--- config.mk ---
export PLATFORM = sky130hd
export DESIGN_NAME = varint_base127_decoder_flat
export DESIGN_NICKNAME = d
export VERILOG_FILES = /design/src/vb127_pkg.sv /design/src/vb127_if.sv /design/src/vb127_front.sv /design/src/vb127_accum.sv /design/src/varint_base127_decoder.sv /design/src/flat_wrapper.sv
export VERILOG_INCLUDE_DIRS = /design/src /design/src/src
export SDC_FILE = /design/constraint.sdc
export NUM_CORES = 1
export LEC_CHECK = 0
export BUFFER_PORTS_ARGS = -buffer_cell sky130_fd_sc_hd__buf_2
export CAP_MARGIN = 20
export CORE_MARGIN = 1
export CORE_UTILIZATION = 35
export DETAILED_ROUTE_END_ITERATION = 7
export GPL_TIMING_DRIVEN = 0
export PLACE_DENSITY = 0.54
export RECOVER_POWER = 50
export SLEW_MARGIN = 20
export SYNTH_ARGS = -nofsm -noshare
export SYNTH_HDL_FRONTEND = slang
export SYNTH_SLANG_ARGS = --single-unit
export TNS_END_PERCENT = 50
--- constraint.sdc ---
create_clock -name clk_i -period 8.4 [get_ports clk_i]
set_clock_uncertainty 0.1 [all_clocks]
set_input_delay 1.26 -clock clk_i [delete_from_list [all_inputs] [get_ports clk_i]]
set_output_delay 1.26 -clock clk_i [all_outputs]
set_load 0.005 [all_outputs]
--- src/varint_base127_decoder_assert.svh ---
// Assertion macros for the base-127 varint decoder.
// Expects clk_i and rst_ni in the scope of use.
`ifndef VARINT_BASE127_DECODER_ASSERT_SVH
`define VARINT_BASE127_DECODER_ASSERT_SVH

// Same-cycle implication.
`define VB_ASSERT_NOW(name, cond, conseq, msg) \
  name: assert property (@(posedge clk_i) disable iff (!rst_ni) (cond) |-> (conseq)) \
    else $error(msg);

// Next-cycle implication.
`define VB_ASSERT_NEXT(name, cond, conseq, msg) \
  name: assert property (@(posedge clk_i) disable iff (!rst_ni) (cond) |=> (conseq)) \
    else $error(msg);

`endif

--- src/vb127_pkg.sv ---
// Shared types and constants for the base-127 varint decoder.
// No dependencies.
package vb127_pkg;

  localparam int unsigned MAX_BYTES = 8;
  localparam int unsigned CNT_W     = 4;
  localparam int unsigned ACC_W     = 56;
  localparam int unsigned VAL_W     = 57;
  localparam int unsigned WGT_W     = 49;

  typedef enum logic [1:0] {
    ST_OK       = 2'd0,
    ST_TOO_LONG = 2'd1,
    ST_SRC_FAIL = 2'd2
  } status_e;

  // Stage-one result handed to the accumulator stage.
  typedef struct packed {
    logic [ACC_W-1:0] prod;    // digit times weight
    logic             sub;     // negative value: subtract
    logic             emit;    // item closes a value or aborts
    status_e          status;
  } s1_t;

endpackage

--- src/vb127_if.sv ---
// Stream channel interfaces for the base-127 varint decoder.
// Depends on vb127_pkg.
interface vb127_in_if;
  logic       valid;
  logic       ready;
  logic [7:0] byte_in;
  logic       source_error;

  modport source (output valid, output byte_in, output source_error, input ready);
  modport sink   (input valid, input byte_in, input source_error, output ready);
endinterface

interface vb127_out_if;
  logic                                   valid;
  logic                                   ready;
  logic signed [vb127_pkg::VAL_W-1:0]     value;
  logic [1:0]                             status;

  modport source (output valid, output value, output status, input ready);
  modport sink   (input valid, input value, input status, output ready);
endinterface

--- src/vb127_front.sv ---
// Byte stage: digit extraction, weight tracking, digit multiply.
// Depends on vb127_pkg and vb127_in_if.
module vb127_front (
  input  logic              clk_i,
  input  logic              rst_ni,
  input  logic              signed_mode_i,
  vb127_in_if.sink          in_i,
  input  logic              s1_ready_i,
  output logic              s1_valid_o,
  output vb127_pkg::s1_t    s1_o
);

  logic [vb127_pkg::WGT_W-1:0] weight_q, weight_d;
  logic [vb127_pkg::CNT_W-1:0] cnt_q, cnt_d, cnt_inc;
  logic                        neg_q, neg_d;
  logic                        s1_valid_q;
  vb127_pkg::s1_t              s1_q, s1_d;

  logic                        accept;
  logic                        first_signed;
  logic [6:0]                  digit;
  logic                        neg;
  logic                        more;
  logic [vb127_pkg::ACC_W-1:0] w127;

  assign in_i.ready = !s1_valid_q || s1_ready_i;
  assign accept     = in_i.valid && in_i.ready;

  assign first_signed = (cnt_q == '0) && signed_mode_i;
  assign more         = in_i.byte_in[7];
  assign digit        = first_signed ? {1'b0, in_i.byte_in[5:0]} : in_i.byte_in[6:0];
  assign neg          = first_signed ? in_i.byte_in[6] : neg_q;
  assign cnt_inc      = cnt_q + vb127_pkg::CNT_W'(1);
  // w * 127 as shift and subtract
  assign w127 = {weight_q, 7'd0} - {7'd0, weight_q};

  always_comb begin
    weight_d = weight_q;
    cnt_d    = cnt_q;
    neg_d    = neg_q;
    s1_d.prod   = {{(vb127_pkg::ACC_W-7){1'b0}}, digit}
                * {{(vb127_pkg::ACC_W-vb127_pkg::WGT_W){1'b0}}, weight_q};
    s1_d.sub    = neg;
    s1_d.emit   = 1'b0;
    s1_d.status = vb127_pkg::ST_OK;
    if (in_i.source_error) begin
      s1_d.emit   = 1'b1;
      s1_d.status = vb127_pkg::ST_SRC_FAIL;
      weight_d    = vb127_pkg::WGT_W'(1);
      cnt_d       = '0;
      neg_d       = 1'b0;
    end else if (!more) begin
      s1_d.emit = 1'b1;
      weight_d  = vb127_pkg::WGT_W'(1);
      cnt_d     = '0;
      neg_d     = 1'b0;
    end else if (cnt_inc >= vb127_pkg::CNT_W'(vb127_pkg::MAX_BYTES)) begin
      s1_d.emit   = 1'b1;
      s1_d.status = vb127_pkg::ST_TOO_LONG;
      weight_d    = vb127_pkg::WGT_W'(1);
      cnt_d       = '0;
      neg_d       = 1'b0;
    end else begin
      cnt_d    = cnt_inc;
      neg_d    = neg;
      weight_d = first_signed ? vb127_pkg::WGT_W'(63) : w127[vb127_pkg::WGT_W-1:0];
    end
  end

  always_ff @(posedge clk_i or negedge rst_ni) begin
    if (!rst_ni) begin
      weight_q   <= vb127_pkg::WGT_W'(1);
      cnt_q      <= '0;
      neg_q      <= 1'b0;
      s1_valid_q <= 1'b0;
    end else if (accept) begin
      weight_q   <= weight_d;
      cnt_q      <= cnt_d;
      neg_q      <= neg_d;
      s1_valid_q <= 1'b1;
    end else if (s1_ready_i) begin
      s1_valid_q <= 1'b0;
    end
  end

  always_ff @(posedge clk_i) begin
    if (accept) begin
      s1_q <= s1_d;
    end
  end

  assign s1_valid_o = s1_valid_q;
  assign s1_o       = s1_q;

endmodule

--- src/vb127_accum.sv ---
// Accumulate stage and result register.
// Depends on vb127_pkg and vb127_out_if.
module vb127_accum (
  input  logic              clk_i,
  input  logic              rst_ni,
  input  logic              s1_valid_i,
  input  vb127_pkg::s1_t    s1_i,
  output logic              s1_ready_o,
  vb127_out_if.source       out_o
);

  logic [vb127_pkg::VAL_W-1:0] acc_q, acc_d, acc_sum;
  logic                        out_valid_q;
  logic [vb127_pkg::VAL_W-1:0] value_q;
  logic [1:0]                  status_q;
  logic                        adv;

  // Items that yield no result never wait on the output side.
  assign s1_ready_o = !s1_i.emit || !out_valid_q || out_o.ready;
  assign adv        = s1_valid_i && s1_ready_o;

  // Negative values are built by subtraction; magnitude stays below 2^56.
  assign acc_sum = s1_i.sub
                 ? acc_q - {1'b0, s1_i.prod}
                 : acc_q + {1'b0, s1_i.prod};

  always_comb begin
    acc_d = acc_q;
    if (adv) begin
      acc_d = s1_i.emit ? '0 : acc_sum;
    end
  end

  always_ff @(posedge clk_i or negedge rst_ni) begin
    if (!rst_ni) begin
      acc_q       <= '0;
      out_valid_q <= 1'b0;
    end else begin
      acc_q <= acc_d;
      if (adv && s1_i.emit) begin
        out_valid_q <= 1'b1;
      end else if (out_o.ready) begin
        out_valid_q <= 1'b0;
      end
    end
  end

  always_ff @(posedge clk_i) begin
    if (adv && s1_i.emit) begin
      value_q  <= (s1_i.status == vb127_pkg::ST_OK) ? acc_sum : '0;
      status_q <= s1_i.status;
    end
  end

  assign out_o.valid  = out_valid_q;
  assign out_o.value  = value_q;
  assign out_o.status = status_q;

endmodule

--- src/varint_base127_decoder.sv ---
// Base-127 varint decoder, top level.
// Depends on vb127_pkg, vb127_if, vb127_front, vb127_accum and the assert header.
//
// Usage:
//   in_i  : one encoded byte per transfer (byte_in, source_error).
//   out_o : one decoded integer per finished value (value, status).
//   cfg_we_i / cfg_wdata_i : writes signed_mode; sampled at each value's
//     first byte, so a write between values takes effect on the next one.
// Throughput: one byte per cycle while out_o is not stalled. Each byte goes
//   through a 7x49 digit multiply in the byte stage and one 57-bit add or
//   subtract in the accumulate stage.
// A closing byte passes the byte stage register, then the result register, to out_o.
// Bytes that do not close a value pass the accumulate stage even while
//   out_o is stalled; only a byte that closes or aborts a value waits for
//   the result register. When the receiver holds ready low, in_i.ready
//   drops once such a byte is parked in the byte stage.
// Reset: asynchronous, active low. Clears signed_mode, the partial value,
//   the byte count and all valid flags, and sets the digit weight to one.
// Errors: eight continuing bytes give status 1, a source failure status 2;
//   both give value 0 and restart decoding at the next byte.
`include "varint_base127_decoder_assert.svh"

module varint_base127_decoder (
  input  logic          clk_i,
  input  logic          rst_ni,
  input  logic          cfg_we_i,
  input  logic          cfg_wdata_i,
  vb127_in_if.sink      in_i,
  vb127_out_if.source   out_o
);

  logic           signed_mode_q;
  logic           s1_valid;
  logic           s1_ready;
  vb127_pkg::s1_t s1;

  // Mode register
  always_ff @(posedge clk_i or negedge rst_ni) begin
    if (!rst_ni) begin
      signed_mode_q <= 1'b0;
    end else if (cfg_we_i) begin
      signed_mode_q <= cfg_wdata_i;
    end
  end

  vb127_front u_front (
    .clk_i         (clk_i),
    .rst_ni        (rst_ni),
    .signed_mode_i (signed_mode_q),
    .in_i          (in_i),
    .s1_ready_i    (s1_ready),
    .s1_valid_o    (s1_valid),
    .s1_o          (s1)
  );

  vb127_accum u_accum (
    .clk_i      (clk_i),
    .rst_ni     (rst_ni),
    .s1_valid_i (s1_valid),
    .s1_i       (s1),
    .s1_ready_o (s1_ready),
    .out_o      (out_o)
  );

  // Error results always carry a zero value.
  `VB_ASSERT_NOW(a_err_zero, out_o.valid && (out_o.status != vb127_pkg::ST_OK),
                 out_o.value == '0, "error result with nonzero value")

  // A source failure transfer lands in the byte stage as an abort.
  `VB_ASSERT_NEXT(a_src_fail, in_i.valid && in_i.ready && in_i.source_error,
                  s1_valid && s1.emit && (s1.status == vb127_pkg::ST_SRC_FAIL),
                  "source failure not flagged in byte stage")

  // A parked item that yields a result blocks input only while output stalls.
  `VB_ASSERT_NOW(a_stall, s1_valid && s1.emit && out_o.valid && !out_o.ready,
                 !in_i.ready, "input accepted over stalled result")

endmodule

--- src/flat_wrapper.sv ---
// flat-port wrapper written by rule: the top's interface ports become plain ports
module varint_base127_decoder_flat 
  (clk_i, rst_ni, cfg_we_i, cfg_wdata_i, in_i_valid, in_i_byte_in, in_i_source_error, in_i_ready, out_o_valid, out_o_value, out_o_status, out_o_ready);
  vb127_in_if in_i_i ();
  vb127_out_if out_o_i ();
  input  logic clk_i;
  input  logic rst_ni;
  input  logic cfg_we_i;
  input  logic cfg_wdata_i;
  input wire logic [$bits(in_i_i.valid)-1:0] in_i_valid;
  input wire logic [$bits(in_i_i.byte_in)-1:0] in_i_byte_in;
  input wire logic [$bits(in_i_i.source_error)-1:0] in_i_source_error;
  output wire logic [$bits(in_i_i.ready)-1:0] in_i_ready;
  output wire logic [$bits(out_o_i.valid)-1:0] out_o_valid;
  output wire logic [$bits(out_o_i.value)-1:0] out_o_value;
  output wire logic [$bits(out_o_i.status)-1:0] out_o_status;
  input wire logic [$bits(out_o_i.ready)-1:0] out_o_ready;
  assign in_i_i.valid = in_i_valid;
  assign in_i_i.byte_in = in_i_byte_in;
  assign in_i_i.source_error = in_i_source_error;
  assign in_i_ready = in_i_i.ready;
  assign out_o_valid = out_o_i.valid;
  assign out_o_value = out_o_i.value;
  assign out_o_status = out_o_i.status;
  assign out_o_i.ready = out_o_ready;
  varint_base127_decoder u_core (.clk_i(clk_i), .rst_ni(rst_ni), .cfg_we_i(cfg_we_i), .cfg_wdata_i(cfg_wdata_i), .in_i(in_i_i), .out_o(out_o_i));
endmodule
==> results of run 1 <==
## registers in the layout (all words and copies together) (netlist names)
signal / cells
u_core.u_front.neg_q: 1
u_core.u_front.s1_o: 60
u_core.signed_mode_q: 1
u_core.u_accum.out_o.valid: 1
u_core.u_front.weight_q: 49
u_core.u_accum.out_o.value: 57
u_core.u_front.cnt_q: 4
u_core.u_front.s1_valid_o: 1
u_core.u_accum.out_o.status: 2
u_core.u_accum.acc_q: 57
## critical path, delay by kind of cell
family / cells / cell delay, ns
AOI/OAI and AO/OA: 7 / 2.05
xor gates and xnor gates: 1 / 0.07
adders and majority gates: 5 / 2.51
buffers and inverters: 5 / 1.40
and+or+nand+nor: 3 / 0.56
## metrics by stage
stage | cells | cell area (µm²) | hold WS [ns] | util | setup slack, ns
global placement | 4066 | 27600 | 0.359 | 0.377 | 0.223
CTS | 4118 | 28700 | 0.382 | 0.391 | 0.775
detailed placement | 4070 | 27800 | 0.366 | 0.379 | 0.163
finish | 4118 | 28500 | 0.382 | 0.389 | 0.729
floorplan | 3038 | 26100 | 0.342 | - | 1.74
global route | 4118 | 28500 | 0.410 | 0.389 | 0.452
## metal layers
metal  GRT usage  vias up  routed length (µm)
met4      0.0503        4                1720
met5           0        -                  29
met1       0.240     9534               31700
met3      0.0235       80                2620
met2       0.313      291               31700
li1            -    10238                   -
## area by class of cell
class / count / area, µm²
Buffer: 120 / 457
Clock buffer: 31 / 711
Tap cell: 959 / 1200
Sequential cell: 233 / 6430
Fill cell: 7540 / 44800
Clock inverter: 17 / 214
Timing Repair Buffer: 73 / 320
Inverter: 485 / 1820
Multi-Input combinational cell: 2200 / 17400
## synthesized netlist by cell type (11+ instances only)
cell      count
nand2_1     377
nand2b_1     18
and3_1       66
o21ai_1      51
a211oi_1     15
nor3_1       34
clkbuf_1    111
o21ai_0     115
edfxtp_1    119
dfrtp_1     113
ha_1        175
fa_1        235
nand3_1      31
and2_1      140
o31ai_1      11
or3_1        13
a21oi_1     172
nand4_1      21
o21bai_1     22
nor4_1       16
xnor2_1     127
inv_1       482
nor2b_1      19
a31oi_1      30
xor2_1       64
a21o_1       97
o21a_1       19
a22o_1       28
nor2_1      175
## path summary, 6_finish.rpt
path | from | endpoint | slack, ns | cells past startpoint
max | in_i_byte_in[5] | u_core.u_front.s1_o[53]$_DFFE_PP_ | 0.73 | 21
min | u_core.u_front.neg_q$_DFFE_PN0P_ | u_core.u_front.neg_q$_DFFE_PN0P_ | 0.38 | 2
max reg2reg | u_core.u_front.cnt_q[0]$_DFFE_PN0P_ | u_core.u_front.s1_o[53]$_DFFE_PP_ | 0.84 | 25
min reg2reg | u_core.u_front.neg_q$_DFFE_PN0P_ | u_core.u_front.neg_q$_DFFE_PN0P_ | 0.38 | 2
max in group asynchronous | rst_ni | u_core.u_accum.acc_q[52]$_DFFE_PN0P_ | 1.92 | 2
min in group asynchronous | rst_ni | u_core.u_front.weight_q[1]$_DFFE_PN0P_ | 1.44 | 1
## power by group through the flow
stage / registers, W / clock network (W) / logic, W
floorplan: 0.00199 / 0 / 0.00536
CTS: 0.00210 / 0.00127 / 0.00690
finish: 0.00211 / 0.00123 / 0.00684
detailed placement: 0.00212 / 0 / 0.00687
global route: 0.00216 / 0.00132 / 0.00784
global placement: 0.00213 / 0 / 0.00685
## cells by family after synthesis
group | after synthesis | share of synthesized area
simple gates | 948 | 0.176
buf+inv | 605 | 0.0872
fa+ha+maj | 410 | 0.264
compound gates | 644 | 0.159
mux | 6 | 0.00268
flops | 233 | 0.246
xor+xnor | 192 | 0.0651
==> impl_results.md, run 1 <==
- Switching pwr: 0.00500 W
- Final slew viol count: 177
- Post-Syn Area: 26,100 µm²
- Number of flops mapped to enable cells by yosys: 119
- Seq pwr share: 0.207
- Vias per cell: 4.89
- Async set or reset register ratio after synthesis: 0.489
- Fin nets: 3,564
- Largest net degree at the start of global routing: 66
- Crit-path slowest cell: o41ai_1
- Yosys warning count: 0
- Failing checks: DRC, capacitance limit, slew limit
- Switching power share of the total: 0.490
- Post-route ant nets: 0
- Vias in the first global route: 20.7k
- Synth area leader: fa_1
- First-pass DRT Iterations: 7
- Number of setup buffers added after CTS: 0
- Drt drc: 8
- Via count: 20.1k
- Die height: 275 µm
- Diodes inserted: 0
- Root buffer cell: clkbuf_16
- Status: finished with violations
- Skew-Pair Late Insertion Delay: 0.56 ns
- Htree depth: 1
- Minimum clock period: 7.67 ns
- GR Overflow Total: 0
- Crit-path most repeated cell: fa_1
- WS Path Type: input port to flip-flop
- Share of layout cells above drive strength 1: 0.0408
- Initial Util: 0.356
- Main flop type after synthesis: edfxtp_1
- Yosys cell types: 89
- Clock power share: 0.121
- Chip Width: 275 µm
- Number of max-cap violations: 3
- Max frequency: 130 MHz
- Worst rel slew slack: -1.64
- Number of buffers created by CTS: 26
- WL per Instance: 16.5 µm
- Syn_nets: 3,463
- HP Class: flip-flop to flip-flop
- WP data arrival: 7.87 ns
- Avg Cell Area, Syn: 8.59 µm²
- DPL Wire Length: 55,600 µm
- Core ar.: 73,300 µm²
- Drt total wl: 67,800 µm
- Hold-fix buffers, CTS: 0
- Flops & latches, synth: 233
- Power Dens Cells: 357 nW/µm²
- Commonest cells after routing, fill and taps aside: 482 x inv_1, 377 x nand2_1, 235 x fa_1
- Worst Tran Pin Value: 3.96 ns
- Cells after Synth: 3,038
- WP data required: 8.60 ns
- Internal: 0.00519 W
- Area Overhead vs Synth: 9.37%
- First-pass GRT wire length: 111,000 µm
- Setup TNS: 0 ns
- Initial antenna violation count: 2
- Cts repair resizes: 0
- Final Hold Vio Count: 0
- Tot GR Track Use: 0.182
- CTS tree: done
- Period Utilization, post-route: 0.913
- Clock Tree Buf Depth: 3
- Share of the synthesized area in the top cell type: 0.180
- I/O pin total: 76
- Dominant cells by area after synthesis: fa_1 18%, edfxtp_1 14%, dfrtp_1 11%
- Cell chain of the critical path: clkbuf_1 -> clkbuf_1 -> nand2_1 -> fa_1 -> fa_1 -> inv_1 -> fa_1 -> inv_1 -> fa_1 -> inv_1 -> ha_1 -> o21ai_0 -> or4_1 -> a21oi_1 -> o41ai_1 -> a21oi_1 -> o31a_1 -> o21a_1 -> o2111ai_1 -> and3_1 -> xnor2_1
- Leading cell type in the layout, fill and taps excluded: inv_1
- Worst vdd rail ir drop: 0.000142 V
- Gate power share: 0.672
- Setup violations, final: 0
- Crit start category: input port
- Leakage: 13.4 nW
- Worst-path fanout max: 10
- Port Buffers: 69
- Final Power: 0.0102 W
- Row count: 99
- Die area: 75,700 µm²
- Routability cong.: 0.917
- Unrepaired setup endpoints after global routing: false
- Seq/Total Area, Yosys: 0.246
- Clock Sinks: 233
- CTS clock-pin slew for the worst setup and hold paths: 0.06 ns
- DR iter-0 viols: 1,033
- Worst path max stage delay: 0.78 ns
- Crit. End Element: flip-flop
No activity file was read; power rests on OpenSTA's default activity.
==> run 2: changes to the inputs <==
- PLACE_DENSITY: 0.54 -> 0.56
- clock period: 8.4 -> 6.4 ns (I/O delays scaled with it)
==> run 2 against run 1 <==
Net effect: the flow still finishes with violations (DRC, capacitance limit, slew limit); utilization rose by 1.5 points; cell count rose by 0.90%; global-route usage barely moved; combinational power rose by 39%; first-iteration DRC count fell by 8.9%; sequential share of layout area fell by 0.84 points; largest power group unchanged; total power rose by 36%.
==> impl_results.md, run 2 (same netlist as run 1, synthesis figures left out) <==
- Status: finished with violations
- Failing checks: DRC, capacitance limit, slew limit
- First-pass DRT Iterations: 7 (unchanged)
- Crit start category: flip-flop
- Die area: 75,700 µm² (unchanged)
- Final slew viol count: 176 (-0.56%)
- Worst rel slew slack: -0.941 (+0.700)
- Setup TNS: 0 ns (unchanged)
- Vias per cell: 4.94 (+1.0%)
- DPL Wire Length: 55,100 µm (-1.0%)
- Routability cong.: 0.898 (-2.1%)
- CTS clock-pin slew for the worst setup and hold paths: 0.06 ns (about the same)
- Worst path max stage delay: 0.53 ns (-0.25 ns)
- Drt drc: 10 (+2)
- Initial antenna violation count: 1 (-1)
- Period Utilization, post-route: 0.976
- Core ar.: 73,300 µm² (unchanged)
- Reg2reg setup slack: 0.16 ns (-0.68 ns)
- Worst r2r path cells: 25 (unchanged)
- Pre-CTS WS: -1.50 ns (-1.67 ns)
- Skew-Pair Late Insertion Delay: 0.57 ns (about the same)
- Number of buffers created by CTS: 26 (unchanged)
- First-pass GRT wire length: 111,000 µm (-0.17%)
- Area Overhead vs Synth: 13.6%
- Root buffer cell: clkbuf_16
- RR Endpoint: u_core.u_front.s1_o[53]$_DFFE_PP_
- Commonest cells after routing, fill and taps aside: 463 x inv_1, 372 x nand2_1, 232 x fa_1
- Setup WS post-layout: 0.157 ns (-0.572 ns)
- WL per Instance: 16.6 µm (+0.61%)
- Die height: 275 µm (unchanged)
- Hold path depth: 2 (unchanged)
- GR Overflow Total: 0 (unchanged)
- Fin nets: 3,601 (+1.0%)
- Max FFs per register: 60 (unchanged)
- Hold_sp: u_core.u_front.neg_q$_DFFE_PN0P_
- WP data required: 6.62 ns (-1.98 ns)
- Diodes inserted: 0 (unchanged)
- Htree depth: 1 (unchanged)
- CP Buf/Inv Count: 6 (+1)
- Final Hold Vio Count: 0 (unchanged)
- CTS tree: done
- Number of max-cap violations: 3 (unchanged)
- Largest net degree at the start of global routing: 62 (-6.1%)
- Max frequency: 160 MHz
- Clock Tree Buf Depth: 3 (unchanged)
- Hold-critical path endpoint: u_core.u_front.neg_q$_DFFE_PN0P_
- WP data arrival: 6.46 ns (-1.41 ns)
- Minimum clock period: 6.24 ns
- Chip Width: 275 µm (unchanged)
- WS Path Type: flip-flop to flip-flop
- Via count: 20.5k (+1.9%)
- Worst vdd rail ir drop: 0.000230 V (+62%)
- Tot GR Track Use: 0.183 (about the same)
- Hold WS: 0.379 ns (-0.00327 ns)
- DR iter-0 viols: 941 (-8.9%)
- Design area: 29,600 µm² (+3.9%)
- Post-route ant nets: 0 (unchanged)
- Cell Area, Placed: 27,800 µm² (unchanged)
- HP Class: flip-flop to flip-flop
- Clock Sinks: 233 (unchanged)
- R2r startpoint: u_core.u_front.cnt_q[1]$_DFFE_PN0P_
- Power Dens Cells: 467 nW/µm² (+31%)
- I/O pin total: 76 (unchanged)
- Worst Tran Pin Value: 2.91 ns (-1.05 ns)
- Leakage: 13.7 nW (+2.2%)
- Vias in the first global route: 20.9k (+1.1%)
- Row count: 99 (unchanged)
- Share of layout cells above drive strength 1: 0.0920 (+0.0512)
- # fillers: 7,413 (-1.7%)
- Cell family with most CP delay: adder cells
- Crit. End Element: flip-flop
- Crit-path slowest cell: fa_1
- Setup violations, final: 0 (unchanged)
- Initial Util: 0.356 (unchanged)
- Hold-fix buffers, CTS: 0 (unchanged)
- Unrepaired setup endpoints after global routing: true
- Leading cell type in the layout, fill and taps excluded: inv_1
- Worst-path fanout max: 7 (-3)
- Drt total wl: 68,800 µm (+1.5%)
- Port Buffers: 69 (unchanged)
==> run 2: stage by stage <==
| stage | total power, W | utilization | instances |
|---|---|---|---|
| 6_report | 0.0138 | 0.404 | 4155 |
| 5_1_grt | 0.0153 | 0.404 | 4155 |
| 4_1_cts | 0.0135 | 0.397 | 4130 |
| 3_5_place_dp | 0.0118 | 0.379 | 4070 |
| 3_3_place_gp | 0.0117 | 0.377 | 4066 |
| 2_1_floorplan | 0.00965 | - | 3038 |
==> run 2: power by group <==
group          total (W)  internal (W)  switching (W)
Sequential       0.00277       0.00226       0.000508
Clock            0.00159      0.000920       0.000673
Combinational    0.00948       0.00390        0.00558
==> run 2: worst min-delay path, stage by stage, from the launching register on <==
cell and delay (ns):
dfrtp_1 0.34, nand2_1 0.04, o21ai_0 0.06
==> run 2: worst max-delay path by stage <==
stage / slack [ns] / to / depth (start not counted) / start
2_1_floorplan: 0.04 / u_core.u_front.s1_o[40]$_DFFE_PP_ / 22 / in_i_byte_in[5]
3_3_place_gp: -1.45 / u_core.u_front.s1_o[53]$_DFFE_PP_ / 21 / in_i_byte_in[5]
3_5_place_dp: -1.50 / u_core.u_front.s1_o[53]$_DFFE_PP_ / 21 / in_i_byte_in[5]
4_1_cts: 0.0002 / u_core.u_front.s1_o[56]$_DFFE_PP_ / 26 / u_core.u_front.cnt_q[0]$_DFFE_PN0P_
5_1_grt: -0.06 / u_core.u_front.s1_o[52]$_DFFE_PP_ / 26 / u_core.u_front.cnt_q[1]$_DFFE_PN0P_
6_report: 0.16 / u_core.u_front.s1_o[53]$_DFFE_PP_ / 25 / u_core.u_front.cnt_q[1]$_DFFE_PN0P_
==> run 2: repair_timing <==
| item | CTS | global route |
|---|---|---|
| setup endpoints to repair | 31 | 22 |
| cloned | 2 | 0 |
| setup buffers | 14 | 31 |
| resized for setup | 61 | 114 |
| pin swaps | 14 | 93 |
==> run 2: layout make-up <==
cell class / instances / area [µm²] / share of cell area
clock inverter: 16 / 174 / 0.00587
multi-input combinational: 2201 / 18100 / 0.610
clock buffer: 32 / 746 / 0.0252
timing repair buffer: 119 / 684 / 0.0231
tap: 959 / 1200 / 0.0405
sequential: 233 / 6430 / 0.217
buffer: 110 / 505 / 0.0171
inverter: 485 / 1820 / 0.0614
==> run 2: layer usage <==
metal | part of all wire | GRT usage | wire length (µm)
met1 | 0.46 | 0.237 | 31500
met2 | 0.46 | 0.308 | 31900
met3 | 0.037 | 0.0202 | 2540
met4 | 0.042 | 0.0747 | 2920
met5 | 0.00019 | 0 | 13
